<file path="src/rtl/jkv_pkg.sv">
// shared types, constants and character codes for the json key/value scanner
`default_nettype none
package jkv_pkg;

    localparam int KEY_MAX     = 16;
    localparam int OFFSET_BITS = 24;
    localparam int DEPTH_MAX   = 255;

    localparam int WIN_LEN  = KEY_MAX + 2;
    localparam int KLEN_W   = $clog2(KEY_MAX + 1);
    localparam int KIDX_W   = (KEY_MAX > 1) ? $clog2(KEY_MAX) : 1;
    localparam int DEPTH_W  = $clog2(DEPTH_MAX + 1);
    localparam int START_W  = 24;
    localparam int NUM_W    = 32;
    localparam int CFG_W    = 64;
    localparam int IDX_W    = 2;

    localparam logic [OFFSET_BITS-1:0] POS_MAX     = '1;
    localparam logic [DEPTH_W-1:0]     DEPTH_LIMIT = DEPTH_W'(DEPTH_MAX);
    localparam logic [NUM_W-1:0]       DEC_BASE    = NUM_W'(10);

    // register indexes
    localparam logic [IDX_W-1:0] REG_KEY_LOW  = 2'd0;
    localparam logic [IDX_W-1:0] REG_KEY_HIGH = 2'd1;
    localparam logic [IDX_W-1:0] REG_KEY_LEN  = 2'd2;

    // reset values of the key registers ("id")
    localparam logic [CFG_W-1:0]  KEY_LOW_RST  = 64'd25705;
    localparam logic [CFG_W-1:0]  KEY_HIGH_RST = 64'd0;
    localparam logic [KLEN_W-1:0] KEY_LEN_RST  = KLEN_W'(2);

    // character codes
    localparam logic [7:0] CH_NUL    = 8'h00;
    localparam logic [7:0] CH_BSLASH = 8'h5C;
    localparam logic [7:0] CH_LBRACE = 8'h7B;
    localparam logic [7:0] CH_RBRACE = 8'h7D;
    localparam logic [7:0] CH_LBRACK = 8'h5B;
    localparam logic [7:0] CH_RBRACK = 8'h5D;
    localparam logic [7:0] CH_COMMA  = 8'h2C;
    localparam logic [7:0] CH_QUOTE  = 8'h22;
    localparam logic [7:0] CH_COLON  = 8'h3A;
    localparam logic [7:0] CH_ZERO   = 8'h30;
    localparam logic [7:0] CH_NINE   = 8'h39;

    typedef enum logic [1:0] {
        PH_SEARCH = 2'd0,
        PH_VALUE  = 2'd1,
        PH_DONE   = 2'd2
    } jkv_phase_t;

    // one accepted byte as seen by the value walker
    typedef struct packed {
        logic       take;
        logic       end_msg;
        logic       key_hit;
        logic [7:0] data;
    } jkv_step_t;

    typedef struct packed {
        logic [START_W-1:0] value_start;
        logic [START_W-1:0] value_length;
        logic [NUM_W-1:0]   leading_number;
        logic               saturated;
    } jkv_result_t;

endpackage
`default_nettype wire

</file>
<file path="src/rtl/jkv_walker.sv">
// scan phase, position and value walk: string, escape, depth and leading number
`default_nettype none
module jkv_walker
    import jkv_pkg::*;
(
    input  wire logic        clk,
    input  wire logic        rst_n,
    input  wire jkv_step_t   step,
    output jkv_result_t      res
);

    jkv_phase_t               state_reg, state_next;
    logic [DEPTH_W-1:0]       depth_reg, depth_next;
    logic                     in_str_reg, in_str_next;
    logic                     esc_reg, esc_next;
    logic [OFFSET_BITS-1:0]   pos_reg, pos_next;
    logic [OFFSET_BITS-1:0]   start_reg, start_next;
    logic [OFFSET_BITS-1:0]   end_reg, end_next;
    logic [NUM_W-1:0]         accum_reg, accum_next;
    logic                     digits_reg, digits_next;
    logic                     ovf_reg, ovf_next;

    logic                     is_digit;
    logic [OFFSET_BITS-1:0]   pos_inc;
    logic [OFFSET_BITS-1:0]   end_pos;
    logic [OFFSET_BITS-1:0]   len;

    always_ff @(posedge clk or negedge rst_n)
    begin
        if (!rst_n)
        begin
            state_reg  <= PH_SEARCH;
            depth_reg  <= '0;
            in_str_reg <= 1'b0;
            esc_reg    <= 1'b0;
            pos_reg    <= '0;
            start_reg  <= '0;
            end_reg    <= '0;
            accum_reg  <= '0;
            digits_reg <= 1'b1;
            ovf_reg    <= 1'b0;
        end
        else
        begin
            state_reg  <= state_next;
            depth_reg  <= depth_next;
            in_str_reg <= in_str_next;
            esc_reg    <= esc_next;
            pos_reg    <= pos_next;
            start_reg  <= start_next;
            end_reg    <= end_next;
            accum_reg  <= accum_next;
            digits_reg <= digits_next;
            ovf_reg    <= ovf_next;
        end
    end

    assign is_digit = (step.data >= CH_ZERO) && (step.data <= CH_NINE);
    assign pos_inc  = (pos_reg == POS_MAX) ? pos_reg : pos_reg + 1'b1;

    always_comb
    begin
        state_next  = state_reg;
        depth_next  = depth_reg;
        in_str_next = in_str_reg;
        esc_next    = esc_reg;
        pos_next    = pos_reg;
        start_next  = start_reg;
        end_next    = end_reg;
        accum_next  = accum_reg;
        digits_next = digits_reg;
        ovf_next    = ovf_reg;

        if (step.take && step.end_msg)
        begin
            state_next  = PH_SEARCH;
            depth_next  = '0;
            in_str_next = 1'b0;
            esc_next    = 1'b0;
            pos_next    = '0;
            start_next  = '0;
            end_next    = '0;
            accum_next  = '0;
            digits_next = 1'b1;
            ovf_next    = 1'b0;
        end
        else if (step.take)
        begin
            pos_next = pos_inc;
            if (pos_reg == POS_MAX)
            begin
                ovf_next = 1'b1;
            end

            unique case (state_reg)
                PH_SEARCH:
                begin
                    if (step.key_hit)
                    begin
                        state_next = PH_VALUE;
                        start_next = pos_inc;
                    end
                end
                PH_VALUE:
                begin
                    if (digits_reg)
                    begin
                        if (is_digit)
                        begin
                            accum_next = NUM_W'(accum_reg * DEC_BASE)
                                       + NUM_W'(step.data[3:0]);
                        end
                        else
                        begin
                            digits_next = 1'b0;
                        end
                    end

                    if (esc_reg)
                    begin
                        esc_next = 1'b0;
                    end
                    else if (step.data == CH_BSLASH)
                    begin
                        esc_next = 1'b1;
                    end
                    else if (step.data == CH_QUOTE)
                    begin
                        in_str_next = !in_str_reg;
                    end
                    else if (!in_str_reg)
                    begin
                        if (step.data == CH_LBRACE || step.data == CH_LBRACK)
                        begin
                            if (depth_reg >= DEPTH_LIMIT)
                            begin
                                ovf_next = 1'b1;
                            end
                            else
                            begin
                                depth_next = depth_reg + 1'b1;
                            end
                        end
                        else if (step.data == CH_RBRACE || step.data == CH_RBRACK)
                        begin
                            if (depth_reg == '0)
                            begin
                                state_next = PH_DONE;
                                end_next   = pos_reg;
                            end
                            else
                            begin
                                depth_next = depth_reg - 1'b1;
                            end
                        end
                        else if (step.data == CH_COMMA && depth_reg == '0)
                        begin
                            state_next = PH_DONE;
                            end_next   = pos_reg;
                        end
                    end
                end
                PH_DONE:
                begin
                end
                default:
                begin
                    state_next = PH_SEARCH;
                end
            endcase
        end
    end

    // result for a message that ends now
    assign end_pos = (state_reg == PH_VALUE) ? pos_reg : end_reg;
    assign len     = (state_reg == PH_SEARCH) ? '0 : end_pos - start_reg;

    always_comb
    begin
        res.value_length   = START_W'(len);
        res.value_start    = (len != '0) ? START_W'(start_reg) : '0;
        res.leading_number = (len != '0) ? accum_reg : '0;
        res.saturated      = ovf_reg;
    end

endmodule
`default_nettype wire

</file>
<file path="config.mk">
export PLATFORM = sky130hd
export DESIGN_NAME = jkv_walker
export DESIGN_NICKNAME = d
export VERILOG_FILES = /design/src/rtl/jkv_pkg.sv /design/src/rtl/jkv_walker.sv
export SDC_FILE = /design/constraint.sdc
export NUM_CORES = 1
export LEC_CHECK = 0
export BUFFER_PORTS_ARGS = -buffer_cell sky130_fd_sc_hd__buf_2
export CORE_ASPECT_RATIO = 0.6
export CORE_MARGIN = 2
export CORE_UTILIZATION = 39
export DETAILED_ROUTE_END_ITERATION = 10
export PLACE_DENSITY_LB_ADDON = 0.2
export SETUP_SLACK_MARGIN = 0.1
export SYNTH_ARGS = -nofsm -noshare
export SYNTH_HDL_FRONTEND = slang
export SYNTH_SLANG_ARGS = --single-unit
</file>
<file path="constraint.sdc">
create_clock -name clk -period 16.5 [get_ports clk]
set_clock_uncertainty 0.05 [all_clocks]
set_input_delay 4.95 -clock clk [delete_from_list [all_inputs] [get_ports clk]]
set_output_delay 4.95 -clock clk [all_outputs]
set_load 0.03 [all_outputs]
</file>
# After elaboration in Yosys (flattened, before gate mapping)
# Cells that the tools add are included.
# word_totals
regBits	118
inputBits	13
output_inout_bits	81
wordCells	147
# classes
addsub	5
n_mul	1
magnitude_cmp	3
eq_ne	27
n_mux	76
reduce_logical	25
# op_table
operator	n
24-bit two-way mux	21
32-bit two-way mux	6
8-bit two-way mux	11
8-bit by 7-bit == test with 1-bit output, second input constant	5
32-bit by 4-bit adder with 32-bit output	1
32-bit by 3-bit multiplier with 31-bit output, second input constant	1
1-bit two-way mux	26
24-bit by 1-bit adder with 24-bit output, second input constant	1
24-bit == test, second input constant	1
3-bit inequality test, second input constant	8
24-bit nonzero test	1
24-bit subtractor	1
2-bit two-way mux	11
9-bit AND reduction	2
8-bit by 6-bit == test with 1-bit output, second input constant	2
2-bit nonzero test	7
10-bit AND reduction	1
8-bit by 1-bit adder with 8-bit output, second input constant	1
8-bit by 6-bit greater-or-equal comparator with 1-bit output, second input constant	1
8-bit greater-or-equal comparator, second input constant	1
8-bit by 6-bit less-or-equal comparator with 1-bit output, second input constant	1
8-bit logical NOT	1
2-bit inequality test, second input constant	4
4-bit inequality test, second input constant	2
other kinds (15)	20

# Logic depth before layout (Yosys ltp)
# depth
ltp_word	12
depth_mapped	20
depth_no_buf	17

# Least setup slack after synthesis
# Ideal clock, no wire load.
# synth_timing
path_kind	register to output
startpoint	register state_reg[1]
endpoint	output res[10] (netlist name)
arrival_time_ns	4.509
required_time_ns	11.500
setup_slack_ns	6.991
path_stages_with_launch	21
n_path_buf	4
path_cell_list	dfrtp_1 inv_1 nand2_1 clkbuf_1 clkbuf_1 a21oi_1 ha_1 inv_1 fa_1 a211oi_1 o21ai_1 a21oi_1 o21ai_1 o31a_1 a31oi_1 xor2_1 nor2_1 nand4bb_1 clkbuf_1 clkbuf_1 and2_1
# synth_rtl
item	line_no	text
start: declaration	jkv_walker.sv:12	jkv_phase_t state_reg, state_next;
start signal: assignment	jkv_walker.sv:45	state_reg <= state_next;
end: declaration	jkv_walker.sv:9	output jkv_result_t res

==> impl_results.md <==
- Outcome: complete, no violations
- Quantity of gates resized following cts: 0
- VDD IR max: 128 µV
- Setup_tns: 0 ps
- R2r startpoint: accum_reg[1]$_DFFE_PN0P_
- Worst skew pair latency: 430 ps
- CTS H-tree lvls: 4
- CTS max path bufs: 2
- Cells after synthesis: 1316
- Mapped Area: 10500 µm²
- CTS Hold Bufs: 0
- Worst Max-Slew Pin Slew: 1180 ps
- Crit-path max FO: 56
- Endpoint class of the critical path: primary output
- Sink Count: 118
- Core area: 26400 µm²
- Synth warn: 0
- Share of cells above drive strength 1: 0.121
- Commonest cells post-synth: 186 x nand2_1, 135 x nor2_1, 117 x dfrtp_1
- Yosys top cell by area: dfrtp_1
- Leak: 5.55 nW
- Synth Net Count: 1421
- DR vias/cell: 5.65
- Root buffer cell: clkbuf_16
- Placed Cells: 1702
- Synth top area cells: dfrtp_1 28%, ha_1 11%, nand2_1 6.7%, nor2_1 4.8%, xnor2_1 4.5%
- Netlist cell types: 82
- Global-route wire length before repair: 50200 µm
- Synth top area share: 0.279
- Yosys reg bits: 118
- Number of setup buffers added after CTS: 0
- HPWL after DPL: 23700 µm
- Die W: 216 µm
- HP Start: end_reg[0]$_DFFE_PN0P_
- Reg-to-reg slack, setup: 11970 ps
- Max_cap viols: 0
- Post-synthesis sequential area ratio: 0.282
- Initial Utilization: 0.397
- First drt pass iteration count: 5
- PD cells: 125 nW/µm²
- DR DRC count: 0
- Initial antenna violation count: 1
- RSZ-0062 raised after global routing: no
- Largest net degree at the start of global routing: 66
- Number of flops mapped to enable cells by yosys: 0
- Area delta synth->final: 12.2%
- Crit path time final: 11300 ps
- Max FFs per register: 32
- Final core utilization: 0.445
- Max Clock Freq: 88.5 MHz
- GRT Util Overall: 0.230
- Critical path type: flip-flop to primary output
- Drt initial violations: 968
- Layout Nets: 1466
- Hold Crit Class: flip-flop to flip-flop
- # setup viols final: 0
- Fraction of registers with async set/reset: 1.00
- Hold Crit Endpoint: end_reg[0]$_DFFE_PN0P_
- Final WL: 31900 µm
- Hold_ws: 429 ps
- WHS Path Cells: 2
- FF-to-FF path depth: 13
- Vias post-DR: 9809
- ANT nets after route: 0
- Clock transition at path regs: 60 ps
- Vias in the first global route: 8573
- Layout Cells excl Fill: 1735
- Total CTS buffers: 17
- Synth Area per Inst: 7.96 µm²
- Period utilisation layout: 0.685
- Std-Cell Rows: 46
- Grt total ovfl: 0
- DR WL/cell: 18.4 µm
- Worst Path Arrival: 6300 ps
- Top-count cell post-synth: nand2_1
- Worst R2R End: accum_reg[31]$_DFFE_PN0P_
- GPL Wtd Cong: 0.933
- Die Ht: 131 µm
- Number of port buffers: 93
- Top FF cell, synth: dfrtp_1
- Fin. Hold Viols: 0
- Crit path required time: 11500 ps
- IO Count: 94
- Die ar.: 28200 µm²
- Worst setup SP type: flip-flop
- Slew HR: 0.214
- CTS tree: done
- Max Slew Vio Count: 0
cells by family after synthesis:
logic type,after synthesis,share of synthesized area
simple gates,538,0.251
mux,5,0.00478
flops,118,0.282
buf+inv,123,0.0466
xor+xnor,90,0.0792
compound gates,350,0.224
fa+ha+maj,92,0.113
layer usage:
layer | GRT usage | up-vias | share of wire
li1 | - | 4792 | -
met1 | 0.383 | 4672 | 0.56
met2 | 0.291 | 331 | 0.36
met3 | 0.0475 | 14 | 0.080
met4 | 0.0385 | 0 | 0.0052
met5 | 0 | - | 0
how the worst max path moves through the flow:
stage / start / to / cells past startpoint / slack [ps]
4_1_cts: state_reg[1]$_DFFE_PN0P_ / res[5] / 16 / 5190
5_1_grt: state_reg[1]$_DFFE_PN0P_ / res[5] / 16 / 4550
3_5_place_dp: state_reg[1]$_DFFE_PN0P_ / res[5] / 16 / 5660
6_report: state_reg[1]$_DFFE_PN0P_ / res[5] / 16 / 5200
3_3_place_gp: state_reg[1]$_DFFE_PN0P_ / res[5] / 16 / 5820
2_1_floorplan: state_reg[1]$_DFFE_PN0P_ / res[10] / 20 / 6990
through the flow:
| step | power (mW) | cell area, µm² | setup WS, ps |
|---|---|---|---|
| 2_1_floorplan | 0.871 | 10500 | 6990 |
| 3_3_place_gp | 1.08 | 11200 | 5820 |
| 5_1_grt | 1.56 | 11800 | 4550 |
| 4_1_cts | 1.47 | 11800 | 5190 |
| 3_5_place_dp | 1.08 | 11200 | 5660 |
| 6_report | 1.47 | 11800 | 5200 |
placed cells by master, fill, tap and decap left out, types with 16 or more instances in the layout:
cell	netlist	final
and3_1	16	16
xor2_1	33	33
and2_1	69	68
a21oi_1	79	79
nand2_1	186	186
nor2_1	135	135
ha_1	88	88
xnor2_1	54	54
a21o_1	28	28
nor3_1	24	24
dfrtp_1	117	117
inv_1	47	47
buf_2	9	92
nand3_1	20	20
o21ai_0	85	85
a211oi_1	40	40
nand4_1	17	17
clkbuf_16	0	17
report_power, final:
part / switching (mW) / total [mW] / internal (mW)
registers: 0.0400 / 0.362 / 0.322
clock network: 0.160 / 0.385 / 0.226
logic: 0.496 / 0.725 / 0.229
cell type report:
class	count	area [µm²]
diodes	1	2.50
clock buffers	17	425
clock inverters	15	168
fillers	2649	14700
inverters	48	180
multi-input cells	1075	7050
flip-flops and latches	118	2950
well taps	360	450
repair buffers	101	528
worst max-delay path, stage by stage (launching register included):
cell and delay [ps]:
dfrtp_1 400, inv_1 140, nand2_1 360, buf_4 360
o21ai_0 390, ha_1 320, nor2b_1 140, o31a_1 290
o311ai_2 540, a21oi_1 140, or3_1 350, a311oi_1 280
o211ai_1 150, nor4_1 280, nand4bb_2 960, and2_1 550
buf_2 190
Power figures use the tool's default switching activity.
