--- config.mk ---
export PLATFORM = sky130hd
export DESIGN_NAME = jkv_cell
export DESIGN_NICKNAME = d
export VERILOG_FILES = /design/src/rtl/jkv_pkg.sv /design/src/rtl/jkv_cell.sv
export SDC_FILE = /design/constraint.sdc
export NUM_CORES = 1
export LEC_CHECK = 0
export ABC_AREA = 1
export BUFFER_PORTS_ARGS = -buffer_cell sky130_fd_sc_hd__buf_2
export CAP_MARGIN = 40
export CORE_AREA = 3 3 45 47
export CTS_BUF_LIST = sky130_fd_sc_hd__clkbuf_2 sky130_fd_sc_hd__clkbuf_4 sky130_fd_sc_hd__clkbuf_8
export CTS_CLUSTER_SIZE = 28
export DETAILED_ROUTE_END_ITERATION = 6
export DIE_AREA = 0 0 48 50
export PLACE_DENSITY = 0.69
export SKIP_CTS_REPAIR_TIMING = 1
export SLEW_MARGIN = 20
export SYNTH_ARGS = -nofsm -noshare
export SYNTH_HDL_FRONTEND = slang
export SYNTH_SLANG_ARGS = --single-unit
--- constraint.sdc ---
create_clock -name clk -period 1.9 [get_ports clk]
set_clock_uncertainty 0.05 [all_clocks]
set_input_delay 0.285 -clock clk [delete_from_list [all_inputs] [get_ports clk]]
set_output_delay 0.285 -clock clk [all_outputs]
set_load 0.02 [all_outputs]
--- src/rtl/jkv_pkg.sv ---
// shared types, constants and character codes for the json key/value scanner
`default_nettype none
package jkv_pkg;

    localparam int KEY_MAX     = 16;
    localparam int OFFSET_BITS = 24;
    localparam int DEPTH_MAX   = 255;

    localparam int WIN_LEN  = KEY_MAX + 2;
    localparam int KLEN_W   = $clog2(KEY_MAX + 1);
    localparam int KIDX_W   = (KEY_MAX > 1) ? $clog2(KEY_MAX) : 1;
    localparam int DEPTH_W  = $clog2(DEPTH_MAX + 1);
    localparam int START_W  = 24;
    localparam int NUM_W    = 32;
    localparam int CFG_W    = 64;
    localparam int IDX_W    = 2;

    localparam logic [OFFSET_BITS-1:0] POS_MAX     = '1;
    localparam logic [DEPTH_W-1:0]     DEPTH_LIMIT = DEPTH_W'(DEPTH_MAX);
    localparam logic [NUM_W-1:0]       DEC_BASE    = NUM_W'(10);

    // register indexes
    localparam logic [IDX_W-1:0] REG_KEY_LOW  = 2'd0;
    localparam logic [IDX_W-1:0] REG_KEY_HIGH = 2'd1;
    localparam logic [IDX_W-1:0] REG_KEY_LEN  = 2'd2;

    // reset values of the key registers ("id")
    localparam logic [CFG_W-1:0]  KEY_LOW_RST  = 64'd25705;
    localparam logic [CFG_W-1:0]  KEY_HIGH_RST = 64'd0;
    localparam logic [KLEN_W-1:0] KEY_LEN_RST  = KLEN_W'(2);

    // character codes
    localparam logic [7:0] CH_NUL    = 8'h00;
    localparam logic [7:0] CH_BSLASH = 8'h5C;
    localparam logic [7:0] CH_LBRACE = 8'h7B;
    localparam logic [7:0] CH_RBRACE = 8'h7D;
    localparam logic [7:0] CH_LBRACK = 8'h5B;
    localparam logic [7:0] CH_RBRACK = 8'h5D;
    localparam logic [7:0] CH_COMMA  = 8'h2C;
    localparam logic [7:0] CH_QUOTE  = 8'h22;
    localparam logic [7:0] CH_COLON  = 8'h3A;
    localparam logic [7:0] CH_ZERO   = 8'h30;
    localparam logic [7:0] CH_NINE   = 8'h39;

    typedef enum logic [1:0] {
        PH_SEARCH = 2'd0,
        PH_VALUE  = 2'd1,
        PH_DONE   = 2'd2
    } jkv_phase_t;

    // one accepted byte as seen by the value walker
    typedef struct packed {
        logic       take;
        logic       end_msg;
        logic       key_hit;
        logic [7:0] data;
    } jkv_step_t;

    typedef struct packed {
        logic [START_W-1:0] value_start;
        logic [START_W-1:0] value_length;
        logic [NUM_W-1:0]   leading_number;
        logic               saturated;
    } jkv_result_t;

endpackage
`default_nettype wire

--- src/rtl/jkv_cell.sv ---
// one window cell: holds a recent byte, shifts it on, compares it to its pattern byte
`default_nettype none
module jkv_cell
    import jkv_pkg::*;
(
    input  wire logic       clk,
    input  wire logic       rst_n,
    input  wire logic       shift_en,
    input  wire logic       clear,
    input  wire logic [7:0] prev_byte,
    input  wire logic [7:0] expect_byte,
    input  wire logic       care,
    output logic      [7:0] cur_byte,
    output logic            hit
);

    logic [7:0] byte_reg;
    logic [7:0] byte_next;

    always_comb
    begin
        byte_next = byte_reg;
        if (clear)
        begin
            byte_next = CH_NUL;
        end
        else if (shift_en)
        begin
            byte_next = prev_byte;
        end
    end

    always_ff @(posedge clk or negedge rst_n)
    begin
        if (!rst_n)
        begin
            byte_reg <= CH_NUL;
        end
        else
        begin
            byte_reg <= byte_next;
        end
    end

    assign cur_byte = byte_reg;
    assign hit      = !care || (byte_reg == expect_byte);

endmodule
`default_nettype wire

[Word-level counts from Yosys, hierarchy flattened]
Index checks and enable logic that the tools add are counted.
Storage, ports and cells
  word-level logic and storage cells: 7
  flip-flop bits (word level): 8
  output and inout bits: 9
Operators by class
  reduce and logical (&&, ||, !) cells: 3
  eq/ne operators: 1
  multiplexer cells: 2
Operators with widths (number)
  8-bit 2-to-1 mux: 2
  8-bit equality test: 1
  2-bit nonzero test: 1
  1-bit zero test: 1
  1-bit logical OR: 1

[Depth between registers and ports, before layout]
Gate-level depths: netlist (run 1).
  depth in word-level cells: 2
  depth in mapped cells: 7
  depth with buffers taken out: 7

[Worst setup path before layout (run 1)]
Ideal clock, no wire load.
  path type: flip-flop to output port
  from: register byte_reg[7], in the netlist cur_byte[7]
  to: output hit
  stages on the path, launching flop included: 8
  arrival time: 0.983 ns
  path buffers: 0
  path slack: 0.582 ns
  path through: dfrtp_1 > inv_1 > nand2_1 > nand2_1 > nand2_1 > nor2_1 > nand2_1 > nand2_1
Between the ends
  longest elaborated chain between the ends: 2
Ends and longest elaborated chain
  start, declared: RTL line jkv_cell.sv:17  | logic [7:0] byte_reg;
  start signal, assigned: RTL line jkv_cell.sv:41  | byte_reg <= byte_next;
  8-bit equality test: RTL line jkv_cell.sv:46  | assign hit = !care || (byte_reg == expect_byte);
  1-bit logical OR: RTL line jkv_cell.sv:46
  end, declared: RTL line jkv_cell.sv:14  | output logic hit
Every way passes these cells.

[Worst setup path in the final report (run 1)]
  from: register byte_reg[3], in the netlist cur_byte[3]
  to: output hit
Same word-level chain as after synthesis.

==> metrics.cfg, run 1 <==
[outcome]
status = finished, final reports clean

[final_layout]
area.sequential_sq_um = 200
layout_commonest_cell = buf_2
syn_to_final_growth_pct = 35.4
drive_gt1_share_pct = 42.1
multi_input_area_sq_um = 226
fillers = 180
finish.utilization_pct = 39.9
diodes = 0
layout_common_cells = 29 x buf_2, 18 x nand2_1, 13 x inv_1
largest_reg_flops = 8
nNetsFinal = 118

[die]
start_util_pct = 29.5
rows = 15
die_h_microns = 50
io_pins = 30
die_w_microns = 48
core_sq_mm = 0.00169
die_area_sq_mm = 0.00240

[worst_setup_path]
slowest_delay_ns = 0.40
r2r_cells = 2
cp_common_cell = nand2_1
crit_fanout = 3
start_kind = flip-flop
rrSetupSlack_ns = 1.17
critPathRequiredTime_ns = 1.56
crit_chain = inv_1 > nand2_1 > nand2_1 > nand2_1 > nor2_1 > nand2_1 > nand2_1 > buf_2
crit_path_end_kind = output pin
setup.worst_path.class = reg -> out
arrival_ns = 1.25
cp_slowest_cell = dfrtp_1

[clock_tree]
cts_buffers = 3
clk_pin_slew_worst_paths_ns = 0.05
htree_levels = 1
cts_tree = done
clk_latency_ns = 0.25
cts.sinks = 8
cts-root-buf = clkbuf_4
ctsLongestPathBuffers = 2

[grt]
antenna_found_initial = 0
grt_pass1_vias = 444
top_usage_layer = met2
groute.usage.overall_pct = 10.6
use_met3_pct = 0
grt_max_degree = 10
grt_use_met2_pct = 17.4
met1_usage_pct = 12.9
grt_remaining_overflow = 0
grt_pass1_wl_microns = 1810

[power]
power_per_cell_area_mw_per_mm2 = 621
ir_drop_mv = 0.242
leakage_uw = 0.000381
total_power_uw = 419

[synthesis]
postSynthAreaPerCell_sq_um = 7.78
synth_seq_cells = 8
syn_nets = 85
synth_cell_types = 9
synth_cells = 64
synth_area_sq_um = 498
yosysWarnings = 0
seq_area_frac_synth_pct = 40.2

[worst_hold_path]
min_path_cells = 3
hold_path.class = in -> reg

[placement]
port_buffers = 29
hpwl_microns = 955
gp_congestion = 0.677

[route]
drt-total-wl_microns = 1150
vias = 494
drc = 0
detail_route.first_pass.iterations = 4
vias_per_cell = 4.41
drtIter0Drc = 4
post_drt_wl_per_cell_microns = 10.3
drtAntennaViolNets = 0

[timing]
rsz0062_at_grt = false
finalSetupViolations = 0
relSlewSlack_pct = 71.6
fin_crit_ns = 1.59
hold_viol = 0
post-route-period-util_pct = 83.5
report.final.slew_viol_count = 0
max_freq_ghz = 0.631
tns_ns = 0
tightest_slew_ns = 0.426

[flow_run]
maxCapViolCount = 0

worst max-delay path, delay by kind of cell (launching register included):
| family | cells | cell delay [ns] |
|---|---|---|
| DFF | 1 | 0.40 |
| buffers and inverters | 2 | 0.24 |
| and+or+nand+nor | 6 | 0.37 |
metal layers:
metal	vias up	wire [microns]	share of wire [%]
li1	257	-	-
met1	219	448	39
met2	16	625	54
met3	2	65	5.6
met4	0	14	1.2
met5	-	0	0
synth_stat cells:
master   count  area, sq um
inv_1       13         48.8
nand2_1     18         67.6
buf_6        2         22.5
nand3_1      8         40.0
xnor2_1      4         35.0
or2_1        1         6.26
nor2_1       2         7.51
dfrtp_1      8          200
o21ai_2      8         70.1
cell type report:
| cell class | count | area share, % |
|---|---|---|
| Clock buffer | 3 | 3.34 |
| Inverter | 13 | 7.24 |
| Multi-Input combinational cell | 41 | 33.6 |
| Sequential cell | 8 | 29.7 |
| Tap cell | 17 | 3.15 |
| Timing Repair Buffer | 30 | 23.0 |
kinds of logic (layout without fill, tap and decap cells):
kind of cell,count (synthesis),in the layout,share of synthesized area [%]
simple gates,29,29,24.4
buf+inv,15,46,14.3
compound gates,8,8,14.1
flops,8,8,40.2
xor+xnor,4,4,7.03
path summary, 6_finish.rpt:
| check | startpoint | end |
|---|---|---|
| max in group asynchronous | rst_n | cur_byte[0] |
| min in group asynchronous | rst_n | cur_byte[5] |
| hold reg to reg | cur_byte[4] | cur_byte[4] |
| hold / removal | prev_byte[4] | cur_byte[4] |
| setup / recovery | cur_byte[3] | hit |
| setup reg to reg | cur_byte[3] | cur_byte[3] |
where the power goes:
group	leakage (uW)	switching, uW	internal, uW
logic	0.000261	57.2	43.5
registers	0.000106	8.50	180
clock network	0.0000138	57.4	72.3
per-stage QoR:
step,instance area [sq um],setup WS (ns),hold slack (ns),instances
after floorplan,498,0.582,-0.0606,64
after global placement,642,0.595,0.0833,108
after detailed placement,642,0.569,0.0883,108
after CTS,664,0.290,-0.183,111
after global routing,674,0.168,0.225,112
final,674,0.314,0.224,112
No activity file was read; power rests on OpenSTA's default activity.
==> run 2, diff against run 1 <==
--- a/config.mk
+++ b/config.mk
@@ -13,7 +13,7 @@
 export CTS_CLUSTER_SIZE = 28
 export DETAILED_ROUTE_END_ITERATION = 6
 export DIE_AREA = 0 0 48 50
-export PLACE_DENSITY = 0.69
+export PLACE_DENSITY = 0.71
 export SKIP_CTS_REPAIR_TIMING = 1
 export SLEW_MARGIN = 20
 export SYNTH_ARGS = -nofsm -noshare
==> constraint.sdc (replaced) <==
create_clock -name clk -period 1.27 [get_ports clk]
set_clock_uncertainty 0.05 [all_clocks]
set_input_delay 0.1905 -clock clk [delete_from_list [all_inputs] [get_ports clk]]
set_output_delay 0.1905 -clock clk [all_outputs]
set_load 0.02 [all_outputs]
==> run 2 against run 1 <==
Net effect: the flow now finishes with violations (setup timing); die area is the same; combinational power increased by 78%; wire length rose by 8.6%; utilization up 4.4 points; sequential power is 49% higher; clock power grew 51%; first-iteration DRC count is 25% lower; highest routed layer unchanged.
==> metrics.cfg, run 2 (synthesis gave the netlist of run 1 again) <==
[final_layout]
syn_to_final_growth_pct = 50.5
layout_commonest_cell = buf_2
drive_gt1_share_pct = 51.5  ; +9.4 points
finish.instance_area_sq_um = 749  ; +11%
diodes = 0  ; unchanged
layout_common_cells = 27 x buf_2, 17 x nand2_1, 9 x inv_1
largest_reg_flops = 8  ; unchanged
nNetsFinal = 126  ; +6.8%

[clock_tree]
ctsLongestPathBuffers = 2  ; unchanged
cts_tree = done
cts.sinks = 8  ; unchanged
cts-root-buf = clkbuf_4
cts_buffers = 3  ; unchanged
clk_latency_ns = 0.25  ; about the same
htree_levels = 1  ; unchanged
clk_pin_slew_worst_paths_ns = 0.06  ; about the same

[power]
switching_share_pct = 29.3  ; -0.037 points
p_int_uw = 465  ; +57%
power_per_cell_area_mw_per_mm2 = 878  ; +41%
power_frac_comb_pct = 27.3  ; +3.3 points
ir_drop_mv = 0.375  ; +55%
seqPwrFrac_pct = 42.8  ; -2.2 points
p_sw_uw = 193  ; +57%
leakage_uw = 0.000422  ; +11%
clockPowerShare_pct = 29.9  ; -1.0 points

[worst_hold_path]
min_path_cells = 3  ; unchanged
hp-start = prev_byte[4]
hold_path.class = in -> reg
whs_endpoint = cur_byte[4]

[route]
drt-total-wl_microns = 1250  ; +8.6%
detail_route.first_pass.iterations = 2  ; -2
post_drt_wl_per_cell_microns = 10.4  ; +1.3%
vias = 534  ; +8.1%
vias_per_cell = 4.45  ; +0.89%
drtIter0Drc = 3  ; -1
drtAntennaViolNets = 0  ; unchanged
drc = 0  ; unchanged

[timing]
rsz0062_at_grt = true
max_freq_ghz = 0.693
post-route-period-util_pct = 114
hold_viol = 0  ; unchanged
tightest_slew_ns = 0.439  ; +0.0132 ns
report.final.slew_viol_count = 0  ; unchanged
finalSetupViolations = 1  ; +1
worst_slack_ns = -0.173  ; -0.487 ns
relSlewSlack_pct = 70.7  ; -0.88 points
fin_crit_ns = 1.44

[worst_setup_path]
rrSetupSlack_ns = 0.33  ; -0.84 ns
arrival_ns = 1.20  ; -0.05 ns
r2r_start = cur_byte[5]
cp_common_cell = nand2_1
crit_fanout = 2  ; -1
r2r_end = cur_byte[5]
slowest_delay_ns = 0.39  ; about the same
crit_chain = xnor2_1 > nand2_1 > nor2_1 > nand2_1 > nand2_1 > buf_6
cp_slowest_cell = dfrtp_1
crit_path_end_kind = output pin
r2r_cells = 4  ; +2
setup.worst_path.class = reg -> out
critPathRequiredTime_ns = 1.03  ; -0.53 ns
start_kind = flip-flop

[placement]
port_buffers = 29  ; unchanged
hpwl_microns = 985  ; +3.2%
gp_congestion = 0.743  ; +9.8%
post-place-ws_ns = 0.0483  ; -0.521 ns
placed_area_sq_um = 664  ; +3.5%

[grt]
grt_max_degree = 10  ; unchanged
antenna_found_initial = 0  ; unchanged
grt_pass1_vias = 465  ; +4.7%
use_met3_pct = 1.46  ; +1.5 points
grt_remaining_overflow = 0  ; unchanged
met1_usage_pct = 12.0  ; -0.94 points
grt_pass1_wl_microns = 1830  ; +1.2%
grt_use_met2_pct = 18.1  ; +0.66 points
groute.usage.overall_pct = 10.8  ; +0.19 points
top_usage_layer = met2

[outcome]
status = finished, violations left
violations = setup timing

[flow_run]
maxCapViolCount = 0  ; unchanged

[die]
die_area_sq_mm = 0.00240  ; unchanged
start_util_pct = 29.5  ; unchanged
die_w_microns = 48  ; unchanged
io_pins = 30  ; unchanged
core_sq_mm = 0.00169  ; unchanged
rows = 15  ; unchanged
die_h_microns = 50  ; unchanged

run 2: changes by cell type in the layout (fill, tap and decap cells not counted), sizes merged:
cell,change
buf,+8
run 2: worst max path at each step:
stage,from,slack (ns),end
finish,cur_byte[4],-0.17,hit
global route,cur_byte[7],-0.27,hit
CTS,cur_byte[2],-0.23,hit
detailed placement,cur_byte[2],0.05,hit
global placement,cur_byte[0],0.07,hit
floorplan,cur_byte[7],0.05,hit
run 2: cell type report:
class / count / area, sq um
well taps: 17 / 21.3
repair buffers: 38 / 228
inverters: 13 / 48.8
multi-input cells: 41 / 229
flip-flops and latches: 8 / 200
clock buffers: 3 / 22.5
fillers: 191 / 940
run 2: metrics by stage:
step	util (%)	hold slack, ns	std cells	TNS, ns	power (uW)
after global routing	44.4	0.132	120	-0.309	708
after CTS	40.7	-0.273	114	-0.226	639
final	44.4	0.131	120	-0.173	658
after global placement	39.3	-0.0109	111	0	441
after floorplan	-	-0.155	64	0	378
after detailed placement	39.3	-0.00654	111	0	446
run 2: layer usage:
layer | share of wire, % | vias up
li1 | - | 273
met1 | 36 | 239
met2 | 57 | 18
met3 | 4.6 | 4
met4 | 2.6 | 0
met5 | 0 | -
run 2: worst max-delay path, delay by kind of cell, from the launching register on:
kind | cells | cell delay (ns)
simple gates | 4 | 0.31
buf+inv | 1 | 0.11
flops | 1 | 0.39
xor+xnor | 1 | 0.13
run 2: power by group through the flow:
stage	clock network, uW	registers (uW)	logic [uW]
global placement	0	284	157
CTS	197	281	161
detailed placement	0	285	160
global route	225	283	200
finish	196	282	180
floorplan	0	303	74.6
